`src/rtl/lba_pkg.sv`:
```
// Shared types and constants of the linked bucket allocator.
// Used by lba_link_table, the allocator and its testbench; no dependencies.
`timescale 1ns / 1ps
`default_nettype none

package lba_pkg;

    localparam int NUM_BUCKETS = 64;
    localparam int SIZE_BITS   = 16;
    localparam int IDX_W       = $clog2(NUM_BUCKETS);
    localparam int ID_W        = $clog2(NUM_BUCKETS + 1);

    typedef logic [IDX_W-1:0]     t_idx;
    typedef logic [ID_W-1:0]      t_id;
    typedef logic [SIZE_BITS-1:0] t_size;

    localparam t_id NONE_ID = ID_W'(NUM_BUCKETS);

    localparam logic [1:0] MODE_ALLOC   = 2'd0;
    localparam logic [1:0] MODE_RELEASE = 2'd1;
    localparam logic [1:0] MODE_INSPECT = 2'd2;

    typedef struct packed {
        logic [1:0]  mode;
        logic [15:0] alloc_size;
        logic [5:0]  bkt_sel;
        logic [6:0]  prev_id;
        logic        end_of_batch;
    } t_in_word;

    typedef struct packed {
        logic        status;
        logic [6:0]  granted_id;
        logic [6:0]  link_out;
        logic [15:0] size_out;
        logic [6:0]  first_out;
        logic [6:0]  last_out;
        logic [6:0]  free_head_out;
        logic [6:0]  in_use_out;
    } t_out_word;

    typedef struct packed {
        logic rd;
        logic wr;
        t_idx addr;
        t_id  wdata;
    } t_link_req;

endpackage

`default_nettype wire

```
`src/rtl/lba_ram.sv`:
```
// Generic single-port-write, single-port-read RAM with registered read data.
// No dependencies.
`timescale 1ns / 1ps
`default_nettype none

module lba_ram #(
    parameter int WIDTH = 8,
    parameter int DEPTH = 64
) (
    input  wire logic                     i_clk,
    input  wire logic                     i_we,
    input  wire logic [$clog2(DEPTH)-1:0] i_waddr,
    input  wire logic [WIDTH-1:0]         i_wdata,
    input  wire logic                     i_re,
    input  wire logic [$clog2(DEPTH)-1:0] i_raddr,
    output logic      [WIDTH-1:0]         o_rdata
);

    logic [WIDTH-1:0] r_mem [DEPTH];

    always_ff @(posedge i_clk) begin
        if (i_we) begin
            r_mem[i_waddr] <= i_wdata;
        end
        if (i_re) begin
            o_rdata <= r_mem[i_raddr];
        end
    end

endmodule

`default_nettype wire

```
`src/rtl/lba_link_table.sv`:
```
// Next-link table: RAM plus per-entry written flags; an unwritten entry reads as index+1.
// Depends on lba_pkg and lba_ram.
`timescale 1ns / 1ps
`default_nettype none

module lba_link_table (
    input  wire logic               i_clk,
    input  wire logic               i_rst_n,
    input  wire lba_pkg::t_link_req i_req,
    output lba_pkg::t_id            o_rdata
);

    logic [lba_pkg::NUM_BUCKETS-1:0] r_init;
    lba_pkg::t_idx                   r_rd_addr;
    logic                            r_rd_init;
    lba_pkg::t_id                    ram_q;

    lba_ram #(
        .WIDTH(lba_pkg::ID_W),
        .DEPTH(lba_pkg::NUM_BUCKETS)
    ) u_ram (
        .i_clk  (i_clk),
        .i_we   (i_req.wr),
        .i_waddr(i_req.addr),
        .i_wdata(i_req.wdata),
        .i_re   (i_req.rd),
        .i_raddr(i_req.addr),
        .o_rdata(ram_q)
    );

    always_ff @(posedge i_clk) begin
        if (!i_rst_n) begin
            r_init <= '0;
        end else if (i_req.wr) begin
            r_init[i_req.addr] <= 1'b1;
        end
    end

    always_ff @(posedge i_clk) begin
        if (i_req.rd) begin
            r_rd_addr <= i_req.addr;
            r_rd_init <= r_init[i_req.addr];
        end
    end

    assign o_rdata = r_rd_init ? ram_q
                               : lba_pkg::ID_W'(r_rd_addr) + lba_pkg::ID_W'(1);

endmodule

`default_nettype wire

```
`src/rtl/linked_bucket_allocator.sv`:
```
// Linked bucket allocator: free list and active list sharing one link table.
// Result word registered in S_DONE after the states of its mode, one link access per cycle;
// one word in flight, the next word is accepted the cycle after the result is registered,
// so the next word waits for the current result and any output stall.
// Reset (synchronous, active low) empties the active list and fills the free list; link entries carry written
// flags, so no clearing pass is needed. Depends on lba_pkg, lba_link_table, lba_ram.
`timescale 1ns / 1ps
`default_nettype none

module linked_bucket_allocator (
    input  wire logic              i_clk,
    input  wire logic              i_rst_n,
    input  wire logic              i_valid,
    output logic                   o_stall,
    input  wire lba_pkg::t_in_word i_word,
    output logic                   o_valid,
    input  wire logic              i_stall,
    output lba_pkg::t_out_word     o_word
);

    localparam logic [3:0] S_IDLE    = 4'd0;
    localparam logic [3:0] S_C_RD    = 4'd1;
    localparam logic [3:0] S_C_W1    = 4'd2;
    localparam logic [3:0] S_C_W2    = 4'd3;
    localparam logic [3:0] S_A_RD    = 4'd4;
    localparam logic [3:0] S_A_W1    = 4'd5;
    localparam logic [3:0] S_A_W2    = 4'd6;
    localparam logic [3:0] S_R_CHK   = 4'd7;
    localparam logic [3:0] S_R_CMP   = 4'd8;
    localparam logic [3:0] S_R_START = 4'd9;
    localparam logic [3:0] S_I_RD    = 4'd10;
    localparam logic [3:0] S_DONE    = 4'd11;

    logic [3:0]         r_state, n_state;
    logic [3:0]         r_ret, n_ret;
    lba_pkg::t_in_word  r_word, n_word;
    lba_pkg::t_out_word r_out, n_out;
    logic               r_out_valid, n_out_valid;
    logic               r_status, n_status;
    lba_pkg::t_id       r_gid, n_gid;
    lba_pkg::t_id       r_tmp, n_tmp;
    lba_pkg::t_id       r_free_head, n_free_head;
    lba_pkg::t_id       r_first, n_first;
    lba_pkg::t_id       r_last, n_last;
    lba_pkg::t_id       r_in_use, n_in_use;
    logic               r_run_open, n_run_open;
    lba_pkg::t_id       r_run_start, n_run_start;
    lba_pkg::t_id       r_run_prev, n_run_prev;
    lba_pkg::t_id       r_run_end, n_run_end;
    lba_pkg::t_id       r_run_len, n_run_len;

    lba_pkg::t_link_req link_req;
    lba_pkg::t_id       link_rd;
    logic               size_we;
    logic               size_re;
    lba_pkg::t_idx      size_addr;
    lba_pkg::t_size     size_rd;

    logic               bid_ok;
    logic               pid_ok;
    lba_pkg::t_id       bid;
    logic [3:0]         op_state;

    lba_link_table u_link (
        .i_clk  (i_clk),
        .i_rst_n(i_rst_n),
        .i_req  (link_req),
        .o_rdata(link_rd)
    );

    lba_ram #(
        .WIDTH(lba_pkg::SIZE_BITS),
        .DEPTH(lba_pkg::NUM_BUCKETS)
    ) u_size (
        .i_clk  (i_clk),
        .i_we   (size_we),
        .i_waddr(size_addr),
        .i_wdata(lba_pkg::SIZE_BITS'(r_word.alloc_size)),
        .i_re   (size_re),
        .i_raddr(size_addr),
        .o_rdata(size_rd)
    );

    assign o_stall = (r_state != S_IDLE);
    assign o_valid = r_out_valid;
    assign o_word  = r_out;

    assign bid_ok = (32'(r_word.bkt_sel) < lba_pkg::NUM_BUCKETS);
    assign pid_ok = (32'(r_word.prev_id) < lba_pkg::NUM_BUCKETS);
    assign bid    = lba_pkg::ID_W'(r_word.bkt_sel);

    always_comb begin
        case (i_word.mode)
            lba_pkg::MODE_ALLOC:   op_state = S_A_RD;
            lba_pkg::MODE_RELEASE: op_state = S_R_CHK;
            lba_pkg::MODE_INSPECT: op_state = S_I_RD;
            default:               op_state = S_DONE;
        endcase
    end

    always_comb begin
        n_state     = r_state;
        n_ret       = r_ret;
        n_word      = r_word;
        n_out       = r_out;
        n_out_valid = r_out_valid && i_stall;
        n_status    = r_status;
        n_gid       = r_gid;
        n_tmp       = r_tmp;
        n_free_head = r_free_head;
        n_first     = r_first;
        n_last      = r_last;
        n_in_use    = r_in_use;
        n_run_open  = r_run_open;
        n_run_start = r_run_start;
        n_run_prev  = r_run_prev;
        n_run_end   = r_run_end;
        n_run_len   = r_run_len;
        link_req    = '0;
        size_we     = 1'b0;
        size_re     = 1'b0;
        size_addr   = lba_pkg::IDX_W'(r_word.bkt_sel);

        case (r_state)
            S_IDLE: begin
                if (i_valid) begin
                    n_word   = i_word;
                    n_status = 1'b0;
                    n_gid    = lba_pkg::NONE_ID;
                    if (i_word.mode != lba_pkg::MODE_RELEASE && r_run_open) begin
                        n_state = S_C_RD;
                        n_ret   = op_state;
                    end else begin
                        n_state = op_state;
                    end
                end
            end
            S_C_RD: begin
                if (r_run_open) begin
                    link_req.rd   = 1'b1;
                    link_req.addr = lba_pkg::IDX_W'(r_run_end);
                    n_state       = S_C_W1;
                end else begin
                    n_state = r_ret;
                end
            end
            S_C_W1: begin
                if (r_run_prev < lba_pkg::NONE_ID) begin
                    link_req.wr    = 1'b1;
                    link_req.addr  = lba_pkg::IDX_W'(r_run_prev);
                    link_req.wdata = link_rd;
                    if (link_rd >= lba_pkg::NONE_ID) begin
                        n_last = r_run_prev;
                    end
                end else if (link_rd < lba_pkg::NONE_ID) begin
                    n_first = link_rd;
                end else begin
                    n_first = lba_pkg::NONE_ID;
                    n_last  = lba_pkg::NONE_ID;
                end
                n_state = S_C_W2;
            end
            S_C_W2: begin
                link_req.wr    = 1'b1;
                link_req.addr  = lba_pkg::IDX_W'(r_run_end);
                link_req.wdata = r_free_head;
                n_free_head    = r_run_start;
                n_in_use       = (r_in_use > r_run_len) ? r_in_use - r_run_len : '0;
                n_run_len      = '0;
                n_run_open     = 1'b0;
                n_state        = r_ret;
            end
            S_A_RD: begin
                if (r_free_head < lba_pkg::NONE_ID) begin
                    link_req.rd   = 1'b1;
                    link_req.addr = lba_pkg::IDX_W'(r_free_head);
                    n_state       = S_A_W1;
                end else begin
                    n_status = 1'b1;
                    n_state  = S_DONE;
                end
            end
            S_A_W1: begin
                n_tmp = link_rd;
                n_gid = r_free_head;
                if (r_last < lba_pkg::NONE_ID) begin
                    link_req.wr    = 1'b1;
                    link_req.addr  = lba_pkg::IDX_W'(r_last);
                    link_req.wdata = r_free_head;
                end
                n_state = S_A_W2;
            end
            S_A_W2: begin
                link_req.wr    = 1'b1;
                link_req.addr  = lba_pkg::IDX_W'(r_gid);
                link_req.wdata = lba_pkg::NONE_ID;
                size_we        = 1'b1;
                size_addr      = lba_pkg::IDX_W'(r_gid);
                if (r_first >= lba_pkg::NONE_ID) begin
                    n_first = r_gid;
                end
                n_last      = r_gid;
                n_free_head = r_tmp;
                if (r_in_use < lba_pkg::NONE_ID) begin
                    n_in_use = r_in_use + lba_pkg::ID_W'(1);
                end
                n_state = S_DONE;
            end
            S_R_CHK: begin
                if (!bid_ok) begin
                    n_ret   = S_DONE;
                    n_state = r_word.end_of_batch ? S_C_RD : S_DONE;
                end else if (r_run_open) begin
                    link_req.rd   = 1'b1;
                    link_req.addr = lba_pkg::IDX_W'(r_run_end);
                    n_state       = S_R_CMP;
                end else begin
                    n_state = S_R_START;
                end
            end
            S_R_CMP: begin
                if (link_rd == bid) begin
                    n_run_end = bid;
                    if (r_run_len < lba_pkg::NONE_ID) begin
                        n_run_len = r_run_len + lba_pkg::ID_W'(1);
                    end
                    n_ret   = S_DONE;
                    n_state = r_word.end_of_batch ? S_C_RD : S_DONE;
                end else begin
                    n_ret   = S_R_START;
                    n_state = S_C_W1;
                end
            end
            S_R_START: begin
                n_run_open  = 1'b1;
                n_run_start = bid;
                n_run_prev  = pid_ok ? lba_pkg::ID_W'(r_word.prev_id) : lba_pkg::NONE_ID;
                n_run_end   = bid;
                n_run_len   = lba_pkg::ID_W'(1);
                n_ret       = S_DONE;
                n_state     = r_word.end_of_batch ? S_C_RD : S_DONE;
            end
            S_I_RD: begin
                if (bid_ok) begin
                    link_req.rd   = 1'b1;
                    link_req.addr = lba_pkg::IDX_W'(r_word.bkt_sel);
                    size_re       = 1'b1;
                end
                n_state = S_DONE;
            end
            S_DONE: begin
                if (!r_out_valid || !i_stall) begin
                    n_out.status     = r_status;
                    n_out.granted_id = 7'(r_gid);
                    if (r_word.mode == lba_pkg::MODE_INSPECT && bid_ok) begin
                        n_out.link_out = 7'(link_rd);
                        n_out.size_out = 16'(size_rd);
                    end else begin
                        n_out.link_out = 7'(lba_pkg::NONE_ID);
                        n_out.size_out = '0;
                    end
                    n_out.first_out     = 7'(r_first);
                    n_out.last_out      = 7'(r_last);
                    n_out.free_head_out = 7'(r_free_head);
                    n_out.in_use_out    = 7'(r_in_use);
                    n_out_valid         = 1'b1;
                    n_state             = S_IDLE;
                end
            end
            default: begin
                n_state = S_IDLE;
            end
        endcase
    end

    always_ff @(posedge i_clk) begin
        if (!i_rst_n) begin
            r_state     <= S_IDLE;
            r_ret       <= S_DONE;
            r_out_valid <= 1'b0;
            r_free_head <= '0;
            r_first     <= lba_pkg::NONE_ID;
            r_last      <= lba_pkg::NONE_ID;
            r_in_use    <= '0;
            r_run_open  <= 1'b0;
            r_run_start <= '0;
            r_run_prev  <= lba_pkg::NONE_ID;
            r_run_end   <= '0;
            r_run_len   <= '0;
        end else begin
            r_state     <= n_state;
            r_ret       <= n_ret;
            r_out_valid <= n_out_valid;
            r_free_head <= n_free_head;
            r_first     <= n_first;
            r_last      <= n_last;
            r_in_use    <= n_in_use;
            r_run_open  <= n_run_open;
            r_run_start <= n_run_start;
            r_run_prev  <= n_run_prev;
            r_run_end   <= n_run_end;
            r_run_len   <= n_run_len;
        end
    end

    always_ff @(posedge i_clk) begin
        r_word   <= n_word;
        r_out    <= n_out;
        r_status <= n_status;
        r_gid    <= n_gid;
        r_tmp    <= n_tmp;
    end

endmodule

`default_nettype wire

```
`config.mk`:
```
export PLATFORM = sky130hd
export DESIGN_NAME = linked_bucket_allocator
export DESIGN_NICKNAME = d
export VERILOG_FILES = /design/src/rtl/lba_pkg.sv /design/src/rtl/lba_ram.sv /design/src/rtl/lba_link_table.sv /design/src/rtl/linked_bucket_allocator.sv
export SDC_FILE = /design/constraint.sdc
export NUM_CORES = 2
export LEC_CHECK = 0
export BUFFER_PORTS_ARGS = -buffer_cell sky130_fd_sc_hd__buf_2
export CAP_MARGIN = 10
export CORE_MARGIN = 2
export CORE_UTILIZATION = 40
export CTS_BUF_LIST = sky130_fd_sc_hd__clkbuf_8
export DETAILED_ROUTE_END_ITERATION = 16
export SYNTH_ARGS = -nofsm -noshare
export SYNTH_HDL_FRONTEND = slang
export SYNTH_HIERARCHICAL = 1
export SYNTH_SLANG_ARGS = --single-unit
export TNS_END_PERCENT = 5
```
`constraint.sdc`:
```
create_clock -name i_clk -period 9 [get_ports i_clk]
set_clock_uncertainty 0.1 [all_clocks]
set_input_delay 1.8 -clock i_clk [delete_from_list [all_inputs] [get_ports i_clk]]
set_output_delay 1.8 -clock i_clk [all_outputs]
set_load 0.03 [all_outputs]
```
After elaboration in Yosys (flattened, before gate mapping). Memory sizes are Yosys's and may differ from the RTL's. A register that Yosys moved wholly into a read port is not among the register bits. Cells that the tools add are included.

Word-level logic and storage cells: 170. Flip-flop bits (word level): 241. Memory bits (writable): 1472. Memories kept: 2. Output and inout port bits: 61. Bits of input ports: 36.

Reduce and logical (&&, ||, !) cells: 31. Magnitude comparators: 12. Add/sub/neg operators: 4. Eq/ne operators: 27. Muxes and demuxes: 62. Bitwise gates (word level): 1.

Memories: u_size.r_mem (words 64, bits a word 16, rd ports 1, clocked after memory_dff 1, wr ports 1, line lba_ram.sv:19) `logic [WIDTH-1:0] r_mem [DEPTH];`; u_link.u_ram.r_mem (words 64, bits a word 7, rd ports 1, clocked after memory_dff 1, wr ports 1, line lba_ram.sv:19).

Operators by type and width (number): 7-bit 2-to-1 mux (13); 7-bit one-hot mux with 2 select lines (5); 64-bit bitwise OR (1); 7-bit < comparator, second input constant (7); 4-bit one-hot mux with 11 select lines (1); 6-bit one-hot mux with 7 select lines (1); 4-bit 2-to-1 mux (9); 14-bit 2-to-1 mux (2); 7-bit one-hot mux with 4 select lines (1); 6-bit 2-to-1 mux (4); 4-bit one-hot mux with 3 select lines (2); 7-bit one-hot mux with 3 select lines (1); 2-bit inequality test, second input constant (9); 4-bit by 3-bit equality test with 1-bit output, second input constant (4); 4-bit equality test, second input constant (4); 1-bit 2-to-1 mux (15); 3-bit AND reduction (5); 7-bit by 1-bit adder with 7-bit output, second input constant (2); 7-bit >= comparator, second input constant (2); 6-bit one-hot mux with 2 select lines (1); 2-bit AND reduction (6); 2-bit nonzero test (6); 4-bit by 2-bit equality test with 1-bit output, second input constant (2); 6-bit by 1-bit adder with 7-bit output, second input constant (1); 23 further kinds (33).

Depth between registers and ports, before layout.
Depth in word-level cells: 9. Gate-level depth with buffers: 16.

Cells and area by module. The synthesis kept the hierarchy.

By module, submodules not included: lba_ram at u_size (area an instance 40202.3 µm², times used 1, cells each 1829); lba_ram at u_link.u_ram (area an instance 17705.7 µm², times used 1, cells each 827); linked_bucket_allocator (area an instance 7171.9 µm², times used 1, cells each 628); lba_link_table (area an instance 3159.3 µm², times used 1, cells each 319).

Worst setup path after synthesis. OpenSTA, ideal clock, no wires.

Path type: input -> register. From: in i_stall. To: reg r_out (netlist bit o_word[0]) (enable). Stages: 1. Path slack: 3.791 ns. Library setup time: 0.495 ns. Arrival time: 4.613 ns. Cells stage by stage: a21oi_1.

Word-level cells in the longest chain between the ends: 3.

RTL lines: from (decl) (line linked_bucket_allocator.sv:17) `input wire logic i_stall,`; 1-bit zero test (line linked_bucket_allocator.sv:252) `if (!r_out_valid || !i_stall) begin`; 1-bit logical OR (line linked_bucket_allocator.sv:252); 2-bit AND reduction (no source line); to (signal assigned) (line linked_bucket_allocator.sv:308) `r_out <= n_out;`; to (decl) (line linked_bucket_allocator.sv:37) `lba_pkg::t_out_word r_out, n_out;`.

No other way between the ends. A chain may end at the register's enable or synchronous reset.

Final worst setup path.
From: reg r_state[1]. To: reg u_size.o_rdata[0] (read register of u_size.r_mem), data pin.

Word-level cells in the longest chain between the ends: 2. Elaborated cells between the ends (all ways): 4. Those cells by class: 2 x eq/ne; 2 x mux.

RTL lines: from (decl) (line linked_bucket_allocator.sv:34) `logic [3:0] r_state, n_state;`; from (signal assigned) (line linked_bucket_allocator.sv:291) `r_state <= n_state;`; 4-bit by 3-bit equality test with 1-bit output (line linked_bucket_allocator.sv:124) `case (r_state)`; 6-bit 2-to-1 mux (line linked_bucket_allocator.sv:124); via size_addr[1] (line linked_bucket_allocator.sv:56) `lba_pkg::t_idx size_addr;`; to (decl) (line lba_ram.sv:16) `output logic [WIDTH-1:0] o_rdata`.

The timed path passes the listed nets, and every way through them passes these cells.

==> qor.json <==
{
  "largest_stage_delay_on_the_critical_path": {"value": 0.79, "unit": "ns"},
  "worstSetupPathType": {"value": "reg -> reg"},
  "clock-root-buffer": {"value": "clkbuf_8"},
  "timing.critical_path.to": {"value": "u_size/o_rdata[0]"},
  "critical_path.cell_chain": {"value": "nand4bb_1, inv_1, buf_4, and2_1, a21o_4, buf_12, buf_4, mux4_2, nor2b_1, a211o_1, a31oi_1, a311oi_1"},
  "crit_fanout": {"value": 93},
  "mapped_cells": {"value": 3603},
  "gp_routability_congestion": {"value": 0.862},
  "mappedNetlistNets": {"value": 3650},
  "cts_hold_buffers": {"value": 0},
  "power.switching": {"value": 0.00552, "unit": "W"},
  "arrival_time_at_the_worst_endpoint": {"value": 6.32, "unit": "ns"},
  "grt_setup_unrepaired": {"value": "no"},
  "h-tree-depth": {"value": 5},
  "synth.area.top_cells": {"value": "edfxtp_1 71%, mux4_2 11%, dfxtp_1 3.8%, mux2i_1 1.7%, nor2_1 1.1%"},
  "grt_antenna_before_repair": {"value": 11},
  "critical_path.reg2reg.startpoint": {"value": "r_state[1]"},
  "cts_tree": {"value": "yes"},
  "path_delay_family": {"value": "buffers and inverters"},
  "clk_latency": {"value": 1.02, "unit": "ns"},
  "finalWirelength": {"value": 168000, "unit": "um"},
  "die_area": {"value": 174000, "unit": "um^2"},
  "max_slew_margin": {"value": 0.201},
  "grt_pass1_vias": {"value": 36021},
  "clock_slew_at_the_register_clock_pins_of_the_worst_setup_and_hold_paths": {"value": 0.06, "unit": "ns"},
  "clk_path_buf_depth": {"value": 4},
  "io_buf_count": {"value": 96},
  "first_pass_iters": {"value": 5},
  "ys_types": {"value": 85},
  "fraction_of_final_layout_cells_with_drive_strength_greater_than_1": {"value": 0.245},
  "cap_violations": {"value": 0},
  "dp_worst_setup_slack": {"value": 3.37, "unit": "ns"},
  "cp-end-kind": {"value": "flop"},
  "setup_ws": {"value": 3.31, "unit": "ns"},
  "setup_viol": {"value": 0},
  "result_of_the_run": {"value": "complete, no violations"},
  "cts_sinks": {"value": 1736},
  "core.rowCount": {"value": 151},
  "worst-path-buf-inv": {"value": 4},
  "slowest_stage": {"value": "dfxtp_1"},
  "synth_seq_area_share": {"value": 0.745},
  "nNetsFinal": {"value": 3982},
  "synth_edf_count": {"value": 1608},
  "util_after_layout": {"value": 0.453},
  "boundaryPins": {"value": 97},
  "pwr-share-comb": {"value": 0.182},
  "drt-wirelength-per-cell": {"value": 26.4, "unit": "um"},
  "sw_frac_of_total": {"value": 0.284},
  "crit_path_start_kind": {"value": "flop"},
  "dp_hpwl": {"value": 98400, "unit": "um"},
  "hold_viol_final": {"value": 0},
  "timing.final.crit_share": {"value": 0.633},
  "finalCriticalPeriod": {"value": 5.70, "unit": "ns"},
  "routed-via-count": {"value": 35564},
  "power_share_of_the_sequential_group": {"value": 0.487},
  "path_depth": {"value": 12},
  "finalNonFillerCells": {"value": 6368},
  "mappedNetlistArea": {"value": 68200, "unit": "um^2"},
  "power_density": {"value": 253, "unit": "nW/um^2"},
  "numCtsBuffers": {"value": 302},
  "cts_setup_buffers": {"value": 0},
  "synthArstFlopShare": {"value": 0},
  "p_clk_frac": {"value": 0.332},
  "numPlacedInstances": {"value": 5849},
  "final_total_negative_setup_slack": {"value": 0, "unit": "ns"},
  "ir_worst_vdd": {"value": 159, "unit": "uV"},
  "cp_common_cell": {"value": "buf_4"},
  "grt_usage": {"value": 0.191},
  "area_of_the_multi_input_gates": {"value": 16200, "unit": "um^2"},
  "cts_repair_resize_count": {"value": 0},
  "timing.rr.end": {"value": "u_size/o_rdata[0]"},
  "grt_start_max_net_pins": {"value": 94},
  "startpoint": {"value": "r_state[1]"},
  "drt_iter0_markers": {"value": 3907},
  "reg2reg_slack": {"value": 3.31, "unit": "ns"},
  "p_leak": {"value": 23.9, "unit": "nW"},
  "drtAntennaViolNets": {"value": 0},
  "seq_area": {"value": 50800, "unit": "um^2"},
  "intPower": {"value": 0.0139, "unit": "W"},
  "maxSlewViolCount": {"value": 0},
  "synth.largest_area_cell": {"value": "edfxtp_1"},
  "worst_pin_slew": {"value": 1.19, "unit": "ns"},
  "remaining_drc_errors": {"value": 0},
  "clock.fmax": {"value": 176, "unit": "MHz"},
  "initial_standard_cell_utilization_of_the_core": {"value": 0.403},
  "fillers": {"value": 14376},
  "synth_seq_cells": {"value": 1736},
  "first_pass_grt_wire_length": {"value": 245000, "unit": "um"},
  "worstRegToRegCells": {"value": 12},
  "yosys_warnings": {"value": 6},
  "chipHeight": {"value": 417, "unit": "um"},
  "synth_top_area_share": {"value": 0.708},
  "required": {"value": 9.63, "unit": "ns"},
  "routed_via_density": {"value": 5.58},
  "globalRoute.totalOverflow": {"value": 0},
  "holdCritPathClass": {"value": "reg -> reg"},
  "area_delta_synth_final": {"value": 12.4, "unit": "%"},
  "dieWidth": {"value": 417, "unit": "um"},
  "synth_top_flop_cell": {"value": "edfxtp_1"},
  "post_synth.cell_area_avg": {"value": 18.9, "unit": "um^2"},
  "core_area": {"value": 169000, "unit": "um^2"}
}
## layer usage
metal / share of wire / track usage
met4: 0.025 / 0.0647
met1: 0.42 / 0.265
met5: 0.00021 / 0
met2: 0.48 / 0.306
met3: 0.069 / 0.0346
## cells in the mapped netlist, drive strengths merged, types with 30 or more instances
cell type / n
o21a: 38
o21ai: 52
nand2: 140
buf: 124
mux2i: 118
nor2b: 74
a22oi: 63
mux4: 348
edfxtp: 1608
clkbuf: 79
dfxtp: 128
nor2: 212
a21oi: 123
mux2: 30
nand3: 61
and2: 38
## stage by stage
step           power [W]  instance area (um^2)  hold slack [ns]
2_1_floorplan     0.0120                 68200            0.300
3_3_place_gp      0.0131                 71400            0.311
3_5_place_dp      0.0132                 71500            0.313
4_1_cts           0.0196                 76700            0.321
5_1_grt           0.0202                 76700            0.334
6_report          0.0194                 76700            0.336
## cells in the final DEF (no fill, tap or decap), drive strengths merged, types with 12 or more instances in the layout
cell type	n
a211oi	14
a21oi	123
a221oi	22
a22o	16
a22oi	63
a31oi	22
and2	38
buf	231
clkbuf	308
clkinv	96
dfxtp	128
edfxtp	1608
inv	117
mux2	30
mux2i	118
mux4	348
nand2	140
nand2b	16
nand3	61
nand3b	16
nand4	21
nor2	212
nor2b	74
nor3	28
o21a	38
o21ai	52
o22ai	15
o31ai	12
or3	15
## power groups by stage
stage	sequential (W)	combinational, W	clock (W)
finish	0.00944	0.00352	0.00644
global route	0.00945	0.00376	0.00693
CTS	0.00944	0.00356	0.00660
detailed placement	0.00961	0.00355	0
global placement	0.00961	0.00353	0
floorplan	0.00970	0.00226	0
## worst min-delay path by stage
stage,startpoint,end,slack [ns],cells past startpoint
after global placement,r_status,o_word[58],0.31,0
after detailed placement,r_status,o_word[58],0.31,0
after CTS,r_status,o_word[58],0.32,0
final,r_first[3],o_word[24],0.34,0
after global routing,r_status,o_word[58],0.33,0
after floorplan,r_status,o_word[58],0.30,0
## worst reg2reg max path, stage by stage, from the launching register on
cell	delay, ns
dfxtp_1	0.79
nand4bb_1	0.67
inv_1	0.24
buf_4	0.38
and2_1	0.28
a21o_4	0.34
buf_12	0.51
buf_4	0.82
mux4_2	0.43
nor2b_1	0.14
a211o_1	0.28
a31oi_1	0.37
a311oi_1	0.09
## area by class of cell
type	count	share of cell area
multi-input combinational	1639	0.211
clock buffer	308	0.0552
clock inverter	204	0.0133
antenna	7	0.000228
sequential	1736	0.663
inverter	25	0.00122
tap	2218	0.0362
timing repair buffer	231	0.0200
## registers in the layout, summed over array words and instances (netlist names), 6 cells and up
register	flops
u_link/u_ram/o_rdata	7
r_run_len	7
r_run_start	6
r_free_head	7
u_link/u_ram/r_mem	448
r_tmp	7
r_in_use	7
u_link/r_init	64
r_run_prev	7
o_word	59
r_run_end	6
r_gid	7
u_size/r_mem	1024
r_word	26
u_link/r_rd_addr	6
u_size/o_rdata	16
bid	6
r_last	7
r_first	7
## cell families (layout without fill, tap and decap cells)
kind of cell               count (synthesis)  in the layout  share of synthesized area
AOI/OAI and AO/OA                        445            445                     0.0441
xor gates and xnor gates                  15             15                    0.00193
adders and majority gates                 11             11                    0.00213
buffers and inverters                    228            768                     0.0193
DFF                                     1736           1736                      0.745
muxes                                    496            496                      0.137
other                                      0              7                          0
and+or+nand+nor                          672            672                     0.0500
Power figures use the tool's default switching activity.
